**config.mk**
```make
export PLATFORM = sky130hd
export DESIGN_NAME = bir_axis_map
export DESIGN_NICKNAME = d
export VERILOG_FILES = /design/src/bir_pkg.sv /design/src/bir_axis_map.sv
export SDC_FILE = /design/constraint.sdc
export NUM_CORES = 1
export LEC_CHECK = 0
export ABC_AREA = 1
export CAP_MARGIN = 15
export CORE_MARGIN = 8
export CORE_UTILIZATION = 40
export DETAILED_ROUTE_END_ITERATION = 8
export DONT_BUFFER_PORTS = 1
export PLACE_DENSITY = 0.51
export SLEW_MARGIN = 20
export SYNTH_ARGS = -nofsm -noshare
export SYNTH_HDL_FRONTEND = slang
export SYNTH_SLANG_ARGS = --single-unit
```
**constraint.sdc**
```tcl
create_clock -name vclk -period 4.85
set_clock_uncertainty 0.15 [all_clocks]
set_input_delay 0.7275 -clock vclk [all_inputs]
set_output_delay 0.7275 -clock vclk [all_outputs]
set_load 0.03 [all_outputs]
```
**src/bir_pkg.sv**
```systemverilog
package bir_pkg;

    // Store geometry
    localparam int MAX_SOURCE_WIDTH  = 64;
    localparam int MAX_SOURCE_HEIGHT = 64;

    localparam int XW = (MAX_SOURCE_WIDTH > 1) ? $clog2(MAX_SOURCE_WIDTH) : 1;
    localparam int YW = (MAX_SOURCE_HEIGHT > 1) ? $clog2(MAX_SOURCE_HEIGHT) : 1;
    localparam int AW = (XW > YW) ? XW : YW;

    // Four banks split by row and column parity
    localparam int BXW        = (XW > 1) ? XW - 1 : 1;
    localparam int BYW        = (YW > 1) ? YW - 1 : 1;
    localparam int BANK_AW    = BXW + BYW;
    localparam int BANK_DEPTH = 2 ** BANK_AW;
    localparam int NUM_BANKS  = 4;

    // Field widths
    localparam int COORD_W = 10;
    localparam int CH_W    = 8;
    localparam int NUM_CH  = 3;
    localparam int PIX_W   = CH_W * NUM_CH;
    localparam int SIZE_W  = 7;
    localparam int SCALE_W = 23;
    localparam int RES_W   = 18;

    // Fixed-point arithmetic
    localparam int FRAC_W  = 16;
    localparam int Q_ONE   = 65536;
    localparam int PROD_W  = COORD_W + 1 + SCALE_W;
    localparam int W1_W    = FRAC_W + 1;
    localparam int WW      = FRAC_W + 2;
    localparam int WT_W    = 2 * WW - FRAC_W;
    localparam int TERM_W  = CH_W + 1 + WT_W;
    localparam int ACC_W   = TERM_W + 2;
    localparam int SHR_W   = ACC_W - 8;
    localparam int RESULT_LOW  = -65536;
    localparam int RESULT_HIGH = 131071;

    // Configuration port
    localparam int PADDR_W = 4;
    localparam int APB_DW  = 32;

    localparam logic [SIZE_W-1:0]  SOURCE_WIDTH_RESET  = SIZE_W'(64);
    localparam logic [SIZE_W-1:0]  SOURCE_HEIGHT_RESET = SIZE_W'(64);
    localparam logic [SCALE_W-1:0] SCALE_RESET         = SCALE_W'(65536);

    typedef enum logic {
        OP_WRITE = 1'b0,
        OP_READ  = 1'b1
    } opcode_t;

    typedef enum logic [1:0] {
        REG_SOURCE_WIDTH     = 2'd0,
        REG_SOURCE_HEIGHT    = 2'd1,
        REG_HORIZONTAL_SCALE = 2'd2,
        REG_VERTICAL_SCALE   = 2'd3
    } reg_index_t;

    typedef struct packed {
        logic [AW-1:0]          lo;
        logic [AW-1:0]          hi;
        logic signed [W1_W-1:0] w1;
    } axis_map_t;

endpackage

```
**src/bir_axis_map.sv**
```systemverilog
module bir_axis_map (
    input  logic [bir_pkg::PROD_W-1:0] product,
    input  logic [bir_pkg::AW-1:0]     last,
    output bir_pkg::axis_map_t         axis
);
    import bir_pkg::*;

    localparam logic signed [PROD_W-1:0] HALF = PROD_W'(Q_ONE / 2);

    logic signed [PROD_W-1:0] f;
    logic signed [PROD_W-1:0] top;
    logic signed [PROD_W-1:0] fc;
    logic [AW-1:0]            base;

    always_comb
    begin
        // (2d+1)*scale/2 - 0.5, then saturate past the last sample
        f    = $signed({1'b0, product[PROD_W-1:1]}) - HALF;
        top  = $signed(PROD_W'({last, {FRAC_W{1'b1}}}));
        fc   = (f > top) ? top : f;
        base = fc[PROD_W-1] ? '0 : fc[FRAC_W +: AW];

        axis.lo = base;
        axis.hi = (base == last) ? last : base + AW'(1);
        // negative coordinate keeps its sign as an extrapolating weight
        axis.w1 = fc[PROD_W-1] ? fc[W1_W-1:0] : {1'b0, fc[FRAC_W-1:0]};
    end

endmodule

```
* Word level (Yosys, flattened, before mapping)
Index checks and enable logic that the tools add are counted.
** Word-level totals
- Register bits :: 0
- Input port bits :: 40
- Logic and storage cells :: 8
** Operators by class
- $lt $le $gt $ge :: 1
- Multiplexer cells :: 4
- $add $sub $neg :: 2
- Equality and inequality tests :: 1
** Operators with widths (number)
- $gt 34x23->1 :: 1
- $mux 34 :: 1
- $sub 33x16->34 const B :: 1
- $mux 17 :: 1
- $mux 6 :: 2
- $add 6x1->6 const B :: 1
- $eq 6x6->1 :: 1

* Depth between registers and ports, before layout
Gate-level depths: netlist (run 1).
- Depth in word-level cells :: 6
- Mapped depth :: 27
- Depth with buffers taken out :: 27

* Worst setup path before layout (run 1)
No wires, ideal clock.
- Path type :: input to output
- Start point :: in product[16] (netlist bit)
- End point :: out axis[21] (netlist bit)
- Data arrival time :: 3.837 ns
- Path buffers :: 0
- Slack :: 0.135 ns
- Stages :: 26
- Data required time :: 3.973 ns
- Cell sequence :: inv_1 ha_1 nand2_4 nor2_4 xor2_1 inv_1 ha_1 nand2_1 nor2_1 nand2_1 nor2_1 nand2_1 nand2_1 nand2_1 nor2_4 nand3_4 nand2_4 nand2_2 a21oi_4 ha_1 inv_1 nor2_1 nand2_1 xor2_1 nand2_1 nand2_1
** RTL lines
- start, declared :: line bir_axis_map.sv:2 : input logic [bir_pkg::PROD_W-1:0] product,
- end, declared :: line bir_axis_map.sv:4 : output bir_pkg::axis_map_t axis

==> Implementation_results.wiki, run 1 <==
{| class="wikitable"
! Metric !! Value
|-
| Result of the run || finished, final reports clean
|-
| Max FO, Critical Path || 5
|-
| Net switching component of the power || around 0.079 mW
|-
| Met3 Usage GRT || approximately 2.3%
|-
| # DRC || 0
|-
| Register area share after synthesis || 0%
|-
| Number of clock-tree buffers in the layout || 0
|-
| Static leakage power || approximately 1.0 nW
|-
| Placed Instance Area || approximately 1700 um2
|-
| Distinct cell type count of the synthesized netlist || 29
|-
| Tightest Pin Transition || roughly 340 ps
|-
| Post-synthesis cell type with the largest combined area || sky130_fd_sc_hd__nand2_1
|-
| Diode insertion count for antenna repair || 0
|-
| Proportion of power drawn by the clock network || 0%
|-
| Critical path endpoint category || primary output
|-
| Upper clock frequency limit || ~220 MHz
|-
| Area of the core || 3660 um2
|-
| Worst setup path startpoint || product[16]
|-
| Gr usage total || a little over an eighth
|-
| Die X-Extent || 77.5 um
|-
| Setup Slack @ Placement || roughly 100 ps
|-
| Worst hold path endpoint || axis[15]
|-
| Cell depth of the worst hold path || 1
|-
| TNS Setup || 0 ps
|-
| Global-route layer with the greatest usage || met2
|-
| Placement Rows || 22
|-
| Switching power as a share of total power || slightly above 60%
|-
| Largest net degree at the start of global routing || 18
|-
| Post-Synthesis Cell Area || about 1500 um2
|-
| Drt first pass iters || 4
|-
| Area contributors post-synth || sky130_fd_sc_hd__nand2_1, sky130_fd_sc_hd__inv_1, sky130_fd_sc_hd__nand3_1, sky130_fd_sc_hd__nor2_1, sky130_fd_sc_hd__ha_1
|-
| Number of nets in the final layout || 373
|-
| Wire length per cell after detailed routing || approximately 12 um
|-
| Via count of the first global-routing pass || about 1,600
|-
| Area share of the largest cell type after synthesis || between 20% and 30%
|-
| Most frequent cell on the critical path || sky130_fd_sc_hd__nand2_1
|-
| Overall via count from detail_route || ~1,800
|-
| Share of cells above drive strength 1 || about a fifth
|-
| Worst stage delay on the critical path || around 260 ps
|-
| Number of endpoints failing setup at the final stage || 0
|-
| Number of antenna violations at the first check in global routing || 0
|-
| Sort of element at the start of the critical path || input port
|-
| Sequential power share || 0%
|-
| Hold Crit Start || product[16]
|-
| Initial Util || approximately two fifths
|-
| Net Count, Synth || between 300 and 400
|-
| Input/output buffers || 0
|-
| Classification of the worst-slack hold path || in2out
|-
| Gate count after technology mapping || roughly 310
|-
| Overall power after layout || 0.128 mW
|-
| Num ports || a little under 70
|-
| Mapped Avg Cell Area || roughly 4.9 um2
|-
| Max Transition Viols Final || 0
|-
| Cell internal pwr || 0.0485 mW
|-
| Met1 Usage GRT || roughly 18%
|-
| Die Area || roughly 6000 um2
|-
| Gp weighted congestion || a little under 0.8
|-
| Post-route cell area || around 1800 um2
|-
| Worst setup margin || ~280 ps
|-
| GR Layer Usage met2 || between 20% and 30%
|-
| Final clock period utilization by the worst path || between 90% and 100%
|-
| CP Class || in2out
|-
| Largest vdd supply drop || between 30 and 40 uV
|-
| Crit path max-delay cell type || sky130_fd_sc_hd__ha_4
|-
| GRT overflow || 0
|-
| Wire length of the first global-routing pass || slightly above 7 mm
|-
| Area growth syn-to-layout || 18.1%
|-
| Remaining antenna violation count after routing || 0
|-
| Number of max-cap violations || 0
|-
| Ratio of total power to cell area || 71.4 nW/um2
|-
| HPWL Detailed || roughly 3.9 mm
|-
| Post-CTS Hold Buffers || 0
|-
| Vias per Instance || between 4 and 5
|-
| Die Y-Extent || 77.5 um
|-
| Synthesis warning total || 0
|-
| DRT iter0 DRCs || around 110
|-
| Max-Slew Margin vs Limit || around 77%
|-
| Data arrival time at the worst-slack endpoint || 3690 ps
|-
| Register area || 0 um2
|-
| Hold violation count in the final report || 0
|-
| WP data required || approximately 4000 ps
|-
| Time the final worst path needs with I/O delays and setup || approximately 4600 ps
|-
| DRT Wirelength || around 4.4 mm
|-
| Combinational fraction of design power || 100.0%
|-
| Flip-flop and latch count || 0
|}
-- power by group through the flow --
stage | Clock (mW) | Combinational [mW] | Sequential (mW)
after CTS | 0 | 0.121 | 0
after global placement | 0 | 0.120 | 0
after detailed placement | 0 | 0.121 | 0
final | 0 | 0.128 | 0
after global routing | 0 | 0.144 | 0
after floorplan | 0 | 0.0900 | 0
-- kinds of logic after synthesis --
logic type | synth area share, %
adder cells (fa/ha/maj) | 6.61
XOR/XNOR | 5.12
AND/OR/NAND/NOR | 66.4
AO/OA/AOI/OAI | 6.12
buffers and inverters | 15.7
-- worst max path at each step --
stage	slack, ps	endpoint
2_1_floorplan	140	axis[21]
3_3_place_gp	130	axis[21]
3_5_place_dp	100	axis[21]
4_1_cts	100	axis[21]
5_1_grt	-30	axis[21]
6_report	280	axis[21]
-- cells in the mapped netlist (4+ instances only) --
library cell              instances
sky130_fd_sc_hd__ha_1             8
sky130_fd_sc_hd__inv_1           54
sky130_fd_sc_hd__inv_2            7
sky130_fd_sc_hd__nand2_1        113
sky130_fd_sc_hd__nand2_2          6
sky130_fd_sc_hd__nand3_1         29
sky130_fd_sc_hd__nand3_2          4
sky130_fd_sc_hd__nand4_1          7
sky130_fd_sc_hd__nor2_1          36
sky130_fd_sc_hd__nor2_2          10
sky130_fd_sc_hd__nor2_4           4
sky130_fd_sc_hd__xor2_1           7
-- final cells by class --
class                           count  area [um2]
Multi-Input combinational cell    245        1330
Fill cell                         421        1870
Timing Repair Buffer               17         165
Tap cell                           48        60.1
Inverter                           61         229
-- through the flow --
stage,hold slack [ps],instances,utilization [%]
floorplan,1480,307,-
global placement,1490,363,45.8
detailed placement,1480,363,45.8
CTS,1480,363,45.8
global route,1490,371,48.8
finish,1480,371,48.8
-- layer usage --
layer | up-vias | part of all wire [%]
met5 | - | 0
met4 | 0 | 0
met3 | 0 | 7.5
met2 | 56 | 44
met1 | 767 | 49
li1 | 973 | -
-- critical path, delay by kind of cell --
kind / cells / cell delay, ps
and+or+nand+nor: 17 / 1550
xor gates and xnor gates: 2 / 300
AOI/OAI and AO/OA: 1 / 140
buffers and inverters: 4 / 360
adders and majority gates: 3 / 590
-- layout by cell type (no fill, tap or decap), types with 2 or more instances in the layout --
cell type,netlist,final
sky130_fd_sc_hd__inv_2,7,8
sky130_fd_sc_hd__nor2_1,36,35
sky130_fd_sc_hd__nand3_1,29,28
sky130_fd_sc_hd__nand2_1,113,113
sky130_fd_sc_hd__nand4_1,7,7
sky130_fd_sc_hd__xor2_2,0,2
sky130_fd_sc_hd__xor2_1,7,5
sky130_fd_sc_hd__nand2_2,6,6
sky130_fd_sc_hd__nor2_4,4,4
sky130_fd_sc_hd__nand2_4,2,2
sky130_fd_sc_hd__buf_12,0,3
sky130_fd_sc_hd__o21ai_0,3,3
sky130_fd_sc_hd__inv_1,54,53
sky130_fd_sc_hd__ha_4,0,2
sky130_fd_sc_hd__buf_4,0,14
sky130_fd_sc_hd__nand3_2,4,6
sky130_fd_sc_hd__ha_1,8,6
sky130_fd_sc_hd__a21oi_1,3,3
sky130_fd_sc_hd__nor2_2,10,11
-- repair_timing --
action                     CTS  global route
resized for setup            0             8
buffers inserted             0             7
setup endpoints to repair    0             6
Note: power is estimated with default switching activity, not from simulation.
==> run 2, diff against run 1 <==
BUFFER_PORTS_ARGS = -buffer_cell sky130_fd_sc_hd__buf_2   (was unset)
CORE_MARGIN = 2   (was 8)
DONT_BUFFER_PORTS = unset   (was 1)
PLACE_DENSITY = 0.67   (was 0.51)
==> run 2 against run 1 <==
Combinational power up 16%. Largest power group unchanged. Wire length is 7.6% lower. Die area decreased by 29%. Largest cell class unchanged. Power is 17% higher. Sequential share of layout area is the same.
==> Implementation_results.wiki, run 2 (synthesis gave the netlist of run 1 again) <==
{| class="wikitable"
! Metric !! Value
|-
| Number of antenna violations at the first check in global routing || 0 (unchanged)
|-
| Max-Slew Margin vs Limit || 77.7% (+0.24 points)
|-
| Critical path endpoint category || primary output
|-
| Static leakage power || 1.25 nW (+22%)
|-
| Result of the run || finished, final reports clean
|-
| Overall via count from detail_route || 2,002 (+11%)
|-
| Vias per Instance || 4.59 (-5.1%)
|-
| Diode insertion count for antenna repair || 0 (unchanged)
|-
| Crit path max-delay cell type || sky130_fd_sc_hd__ha_4
|-
| Area of the core || 3660 um2 (unchanged)
|-
| DRT Wirelength || 4.10 mm (-7.6%)
|-
| Ratio of total power to cell area || 70.5 nW/um2 (-1.2%)
|-
| GRT overflow || 0 (unchanged)
|-
| TNS Setup || 0 ps (unchanged)
|-
| Input/output buffers || 68 (+68)
|-
| Most frequent cell on the critical path || sky130_fd_sc_hd__nand2_1
|-
| Placement Rows || 22 (unchanged)
|-
| Remaining antenna violation count after routing || 0 (unchanged)
|-
| Register area || 0 um2 (unchanged)
|-
| Final core occ || 57.6% (+8.7 points)
|-
| Post-route cell area || 2110 um2 (+18%)
|-
| Unrepaired setup endpoints after global routing || no
|-
| Die Area || 4290 um2 (-29%)
|-
| Worst stage delay on the critical path || 260 ps (about the same)
|-
| Sum of buffers and inverters on the critical path || 6 (+2)
|-
| Classification of the worst-slack hold path || in2out
|-
| Gr usage total || 18.9% (+5.4 points)
|-
| DRT iter0 DRCs || 75 (-30%)
|-
| Wire length of the first global-routing pass || 6.84 mm (-5.5%)
|-
| # DRC || 0 (unchanged)
|-
| Time the final worst path needs with I/O delays and setup || 4600 ps (+29.1 ps)
|-
| Area growth syn-to-layout || 39.3%
|-
| Flip-flop and latch count || 0 (unchanged)
|-
| Final clock period utilization by the worst path || 94.8% (+0.60 points)
|-
| Num ports || 69 (unchanged)
|-
| Die X-Extent || 65.5 um (-15%)
|-
| Placed Instance Area || 1950 um2 (+16%)
|-
| Family with the most delay on the worst path || simple AND/OR/NAND/NOR gates
|-
| Number of max-cap violations || 0 (unchanged)
|-
| Final-layout fill cell count || 373 (-11%)
|-
| Number of endpoints failing setup at the final stage || 0 (unchanged)
|-
| WP data required || 3970 ps (about the same)
|-
| Hold violation count in the final report || 0 (unchanged)
|-
| Number of nets in the final layout || 438 (+17%)
|-
| Max Transition Viols Final || 0 (unchanged)
|-
| Initial Util || 41.4% (unchanged)
|-
| Largest vdd supply drop || 36.5 uV (+21%)
|-
| Largest net degree at the start of global routing || 18 (unchanged)
|-
| Multi-input combinational cell area || 1360 um2 (+2.3%)
|-
| Wire length per cell after detailed routing || 9.41 um (-21%)
|-
| Number of clock-tree buffers in the layout || 0 (unchanged)
|-
| Upper clock frequency limit || 218 MHz (-0.63%)
|-
| Data arrival time at the worst-slack endpoint || 3720 ps (+30 ps)
|-
| Sort of element at the start of the critical path || input port
|-
| Most frequent cells in the layout || sky130_fd_sc_hd__nand2_1, sky130_fd_sc_hd__buf_2, sky130_fd_sc_hd__inv_1
|-
| Most common cell after layout, fill and taps aside || sky130_fd_sc_hd__nand2_1
|-
| Via count of the first global-routing pass || 1,653 (+1.7%)
|-
| Drt first pass iters || 4 (unchanged)
|-
| Gp weighted congestion || 0.840 (+7.6%)
|-
| Overall power after layout || 0.149 mW (+17%)
|-
| Setup Slack @ Placement || 53.5 ps (-46.7 ps)
|-
| CP Class || in2out
|-
| Max FO, Critical Path || 5 (unchanged)
|-
| Tightest Pin Transition || 334 ps (-3.63 ps)
|-
| HPWL Detailed || 3.55 mm (-8.1%)
|-
| Die Y-Extent || 65.5 um (-15%)
|-
| Share of cells above drive strength 1 || 35.1% (+16 points)
|-
| Worst setup margin || 254 ps (-29.1 ps)
|}
-- run 2: area by class of cell --
| class | instances | area share [%] |
|---|---|---|
| timing repair buffer | 82 | 21.6 |
| multi-input combinational | 245 | 64.7 |
| tap | 48 | 2.85 |
| inverter | 61 | 10.9 |
-- run 2: worst min-delay path: stages --
cell and delay (ps):
sky130_fd_sc_hd__buf_2 100, sky130_fd_sc_hd__nand2_1 50, sky130_fd_sc_hd__buf_2 170
-- run 2: worst paths after layout --
path / startpoint / end / slack [ps] / cells after the start
setup / recovery: product[17] / axis[21] / 250 / 29
hold / removal: product[16] / axis[15] / 1620 / 3
-- run 2: power by group --
group / leakage (nW) / internal, mW / switching [mW]
registers: 0 / 0 / 0
clock network: 0 / 0 / 0
logic: 1.25 / 0.0560 / 0.0927
-- run 2: through the flow --
stage	hold WS [ps]	cells
2_1_floorplan	1480	307
3_3_place_gp	1600	427
3_5_place_dp	1610	427
4_1_cts	1610	427
5_1_grt	1640	436
6_report	1620	436
-- run 2: per-layer routing --
layer / GRT usage, % / vias to the layer above / part of all wire, % / routed length, um
li1: - / 1102 / - / -
met1: 24.5 / 856 / 46 / 1900
met2: 36.0 / 40 / 49 / 2010
met3: 0.856 / 4 / 3.8 / 155
met4: 0.781 / 0 / 0.76 / 31
met5: 0 / - / 0 / 0
-- run 2: what timing repair did --
action                     4_1_cts  5_1_grt
hold buffers                     0        0
buffers inserted                 0        8
gates resized for setup          0       21
setup endpoints to repair        0        6
==> run 3, diff against run 2 <==
ABC_AREA = unset   (was 1)
PLACE_DENSITY = 0.71   (was 0.67)
==> run 3 against run 2 <==
The flow now finishes with violations (setup timing). Design area down 5.4%. Die area down 21%. Core utilization up 15 points.
==> Implementation_results.wiki, run 3 <==
{| class="wikitable"
! Metric !! Value
|-
| Post-CTS Hold Buffers || 0 (unchanged)
|-
| Net Count, Synth || 217 (-39%)
|-
| Area share of the largest cell type after synthesis || 9.09% (-19 points)
|-
| Remaining antenna violation count after routing || 0 (unchanged)
|-
| Distinct cell type count of the synthesized netlist || 48 (+66%)
|-
| Area contributors post-synth || sky130_fd_sc_hd__or2_1, sky130_fd_sc_hd__ha_1, sky130_fd_sc_hd__xnor2_1, sky130_fd_sc_hd__inv_1, sky130_fd_sc_hd__nor4_1
|-
| Time the final worst path needs with I/O delays and setup || 4850 ps (+256 ps)
|-
| Synthesis warning total || 0 (unchanged)
|-
| Vias per Instance || 5.82 (+27%)
|-
| Register area share after synthesis || 0% (unchanged)
|-
| Classification of the worst-slack hold path || in2out
|-
| Number of nets in the final layout || 313 (-29%)
|-
| DRT iter0 DRCs || 84 (+12%)
|-
| Wire length per cell after detailed routing || 13.4 um (+42%)
|-
| Num ports || 69 (unchanged)
|-
| GRT overflow || 0 (unchanged)
|-
| Post-Synthesis Cell Area || 1170 um2 (-23%)
|-
| Most used standard cells in the synthesized netlist || sky130_fd_sc_hd__or2_1, sky130_fd_sc_hd__inv_1, sky130_fd_sc_hd__nand2_1, sky130_fd_sc_hd__nor2_1
|-
| Largest net degree at the start of global routing || 17 (-1)
|-
| Final clock period utilization by the worst path || 100% (+5.3 points)
|-
| Ratio of total power to cell area || 74.3 nW/um2 (+5.3%)
|-
| DRT Wirelength || 3.94 mm (-4.0%)
|-
| # DRC || 0 (unchanged)
|-
| Upper clock frequency limit || 206 MHz (-5.3%)
|-
| Max FO, Critical Path || 4 (-1)
|-
| Share of cells above drive strength 1 || 51.7% (+17 points)
|-
| Sort of element at the start of the critical path || input port
|-
| Unrepaired setup endpoints after global routing || yes
|-
| HPWL Detailed || 3.28 mm (-7.7%)
|-
| Most used standard cell by instance count after synthesis || sky130_fd_sc_hd__or2_1
|-
| Overall power after layout || 0.148 mW (-0.40%)
|-
| TNS Setup || -2.08 ps (-2.08 ps)
|-
| Max-Slew Margin vs Limit || 66.8% (-11 points)
|-
| Die Y-Extent || 58.1 um (-11%)
|-
| Mapped Avg Cell Area || 6.92 um2 (+40%)
|-
| Non-filler instance count after layout || 294 (-33%)
|-
| Gr usage total || 22.9% (+4.0 points)
|-
| Cell depth of the worst hold path || 3 (unchanged)
|-
| Placement Rows || 19 (-14%)
|-
| Tightest Pin Transition || 493 ps (+159 ps)
|-
| Max Transition Viols Final || 0 (unchanged)
|-
| Critical path endpoint category || primary output
|-
| Largest vdd supply drop || 54.6 uV (+50%)
|-
| Overall via count from detail_route || 1,710 (-15%)
|-
| Gate count after technology mapping || 169 (-45%)
|-
| Static leakage power || 0.839 nW (-33%)
|-
| Most common cell after layout, fill and taps aside || sky130_fd_sc_hd__buf_2
|-
| CP Class || in2out
|-
| Die Area || 3370 um2 (-21%)
|-
| DP Cell Count || 292 (-32%)
|-
| WP data required || 3970 ps (about the same)
|-
| Drt first pass iters || 4 (unchanged)
|-
| Area growth syn-to-layout || 70.5%
|-
| Number of endpoints failing setup at the final stage || 1 (+1)
|-
| Flip-flop and latch count || 0 (unchanged)
|-
| Result of the run || finished with violations
|-
| Post-synthesis cell type with the largest combined area || sky130_fd_sc_hd__or2_1
|-
| Hold violation count in the final report || 0 (unchanged)
|-
| Initial Util || 42.4% (+1.1 points)
|-
| Worst setup margin || -2.08 ps (-256 ps)
|-
| Wire length of the first global-routing pass || 6.35 mm (-7.2%)
|-
| Data arrival time at the worst-slack endpoint || 3970 ps (+250 ps)
|-
| Number of antenna violations at the first check in global routing || 0 (unchanged)
|-
| Via count of the first global-routing pass || 1,522 (-7.9%)
|-
| Gp weighted congestion || 0.899 (+7.0%)
|-
| Diode insertion count for antenna repair || 0 (unchanged)
|-
| Input/output buffers || 68 (unchanged)
|-
| Number of clock-tree buffers in the layout || 0 (unchanged)
|-
| Most frequent cells in the layout || sky130_fd_sc_hd__buf_2, sky130_fd_sc_hd__buf_4, sky130_fd_sc_hd__or2_1
|-
| Final core occ || 72.3% (+15 points)
|-
| Number of max-cap violations || 0 (unchanged)
|-
| Die X-Extent || 58.1 um (-11%)
|-
| Hold_ws || 1660 ps (+40.6 ps)
|-
| Area of the core || 2760 um2 (-25%)
|-
| Failing checks || setup timing
|-
| Register area || 0 um2 (unchanged)
|}
[run 3: where the power goes]
| part | switching (mW) | leakage, nW | internal, mW |
|---|---|---|---|
| clock | 0 | 0 | 0 |
| sequential | 0 | 0 | 0 |
| combinational | 0.0800 | 0.839 | 0.0681 |
| total | 0.0800 | 0.839 | 0.0681 |
[run 3: cell families after synthesis]
kind of cell | after synthesis | share of synthesized area, %
adder cells (fa/ha/maj) | 8 | 8.56
AND/OR/NAND/NOR | 90 | 47.0
buffers and inverters | 22 | 7.06
XOR/XNOR | 9 | 6.74
AO/OA/AOI/OAI | 37 | 27.0
multiplexers | 3 | 3.74
[run 3: critical path: stages]
cell	delay, ps
sky130_fd_sc_hd__buf_6	110
sky130_fd_sc_hd__nor4_4	340
sky130_fd_sc_hd__nand2_4	100
sky130_fd_sc_hd__xnor2_4	170
sky130_fd_sc_hd__inv_2	70
sky130_fd_sc_hd__ha_4	260
sky130_fd_sc_hd__nand4_1	110
sky130_fd_sc_hd__or4_4	460
sky130_fd_sc_hd__o31ai_4	250
sky130_fd_sc_hd__nand3_2	120
sky130_fd_sc_hd__nand4b_4	220
sky130_fd_sc_hd__a211oi_4	250
sky130_fd_sc_hd__ha_2	220
sky130_fd_sc_hd__nand2_1	60
sky130_fd_sc_hd__a21oi_2	120
sky130_fd_sc_hd__xnor2_1	90
sky130_fd_sc_hd__a21oi_2	150
sky130_fd_sc_hd__buf_6	140
[run 3: worst paths after layout]
path / from / to / slack, ps
hold / removal: product[9] / axis[8] / 1660
setup / recovery: product[20] / axis[21] / -2
[run 3: metrics by stage]
stage          setup slack, ps  instance area (um2)
2_1_floorplan             -419                 1310
3_3_place_gp              -240                 1860
3_5_place_dp              -293                 1860
4_1_cts                  -1.41                 1920
5_1_grt                   -191                 1990
6_report                 -2.08                 1990
[run 3: layer usage]
| metal | up-vias | GRT usage, % | wire, um | share of wire (%) |
|---|---|---|---|---|
| met4 | 0 | 1.99 | 42 | 1.1 |
| met1 | 778 | 30.2 | 1730 | 44 |
| met2 | 89 | 42.5 | 1890 | 48 |
| li1 | 837 | - | - | - |
| met5 | - | 0 | 0 | 0 |
| met3 | 6 | 0.893 | 281 | 7.1 |
[run 3: what timing repair did]
item / 4_1_cts / 5_1_grt
setup endpoints to repair: 22 / 22
cloned: 0 / 0
pin swaps: 7 / 0
setup buffers: 1 / 1
gates resized for setup: 11 / 20
[run 3: layout make-up]
cell class | instances | area [um2]
multi-input cells | 147 | 1250
well taps | 31 | 38.8
inverters | 17 | 81.3
repair buffers | 99 | 619
fillers | 237 | 763
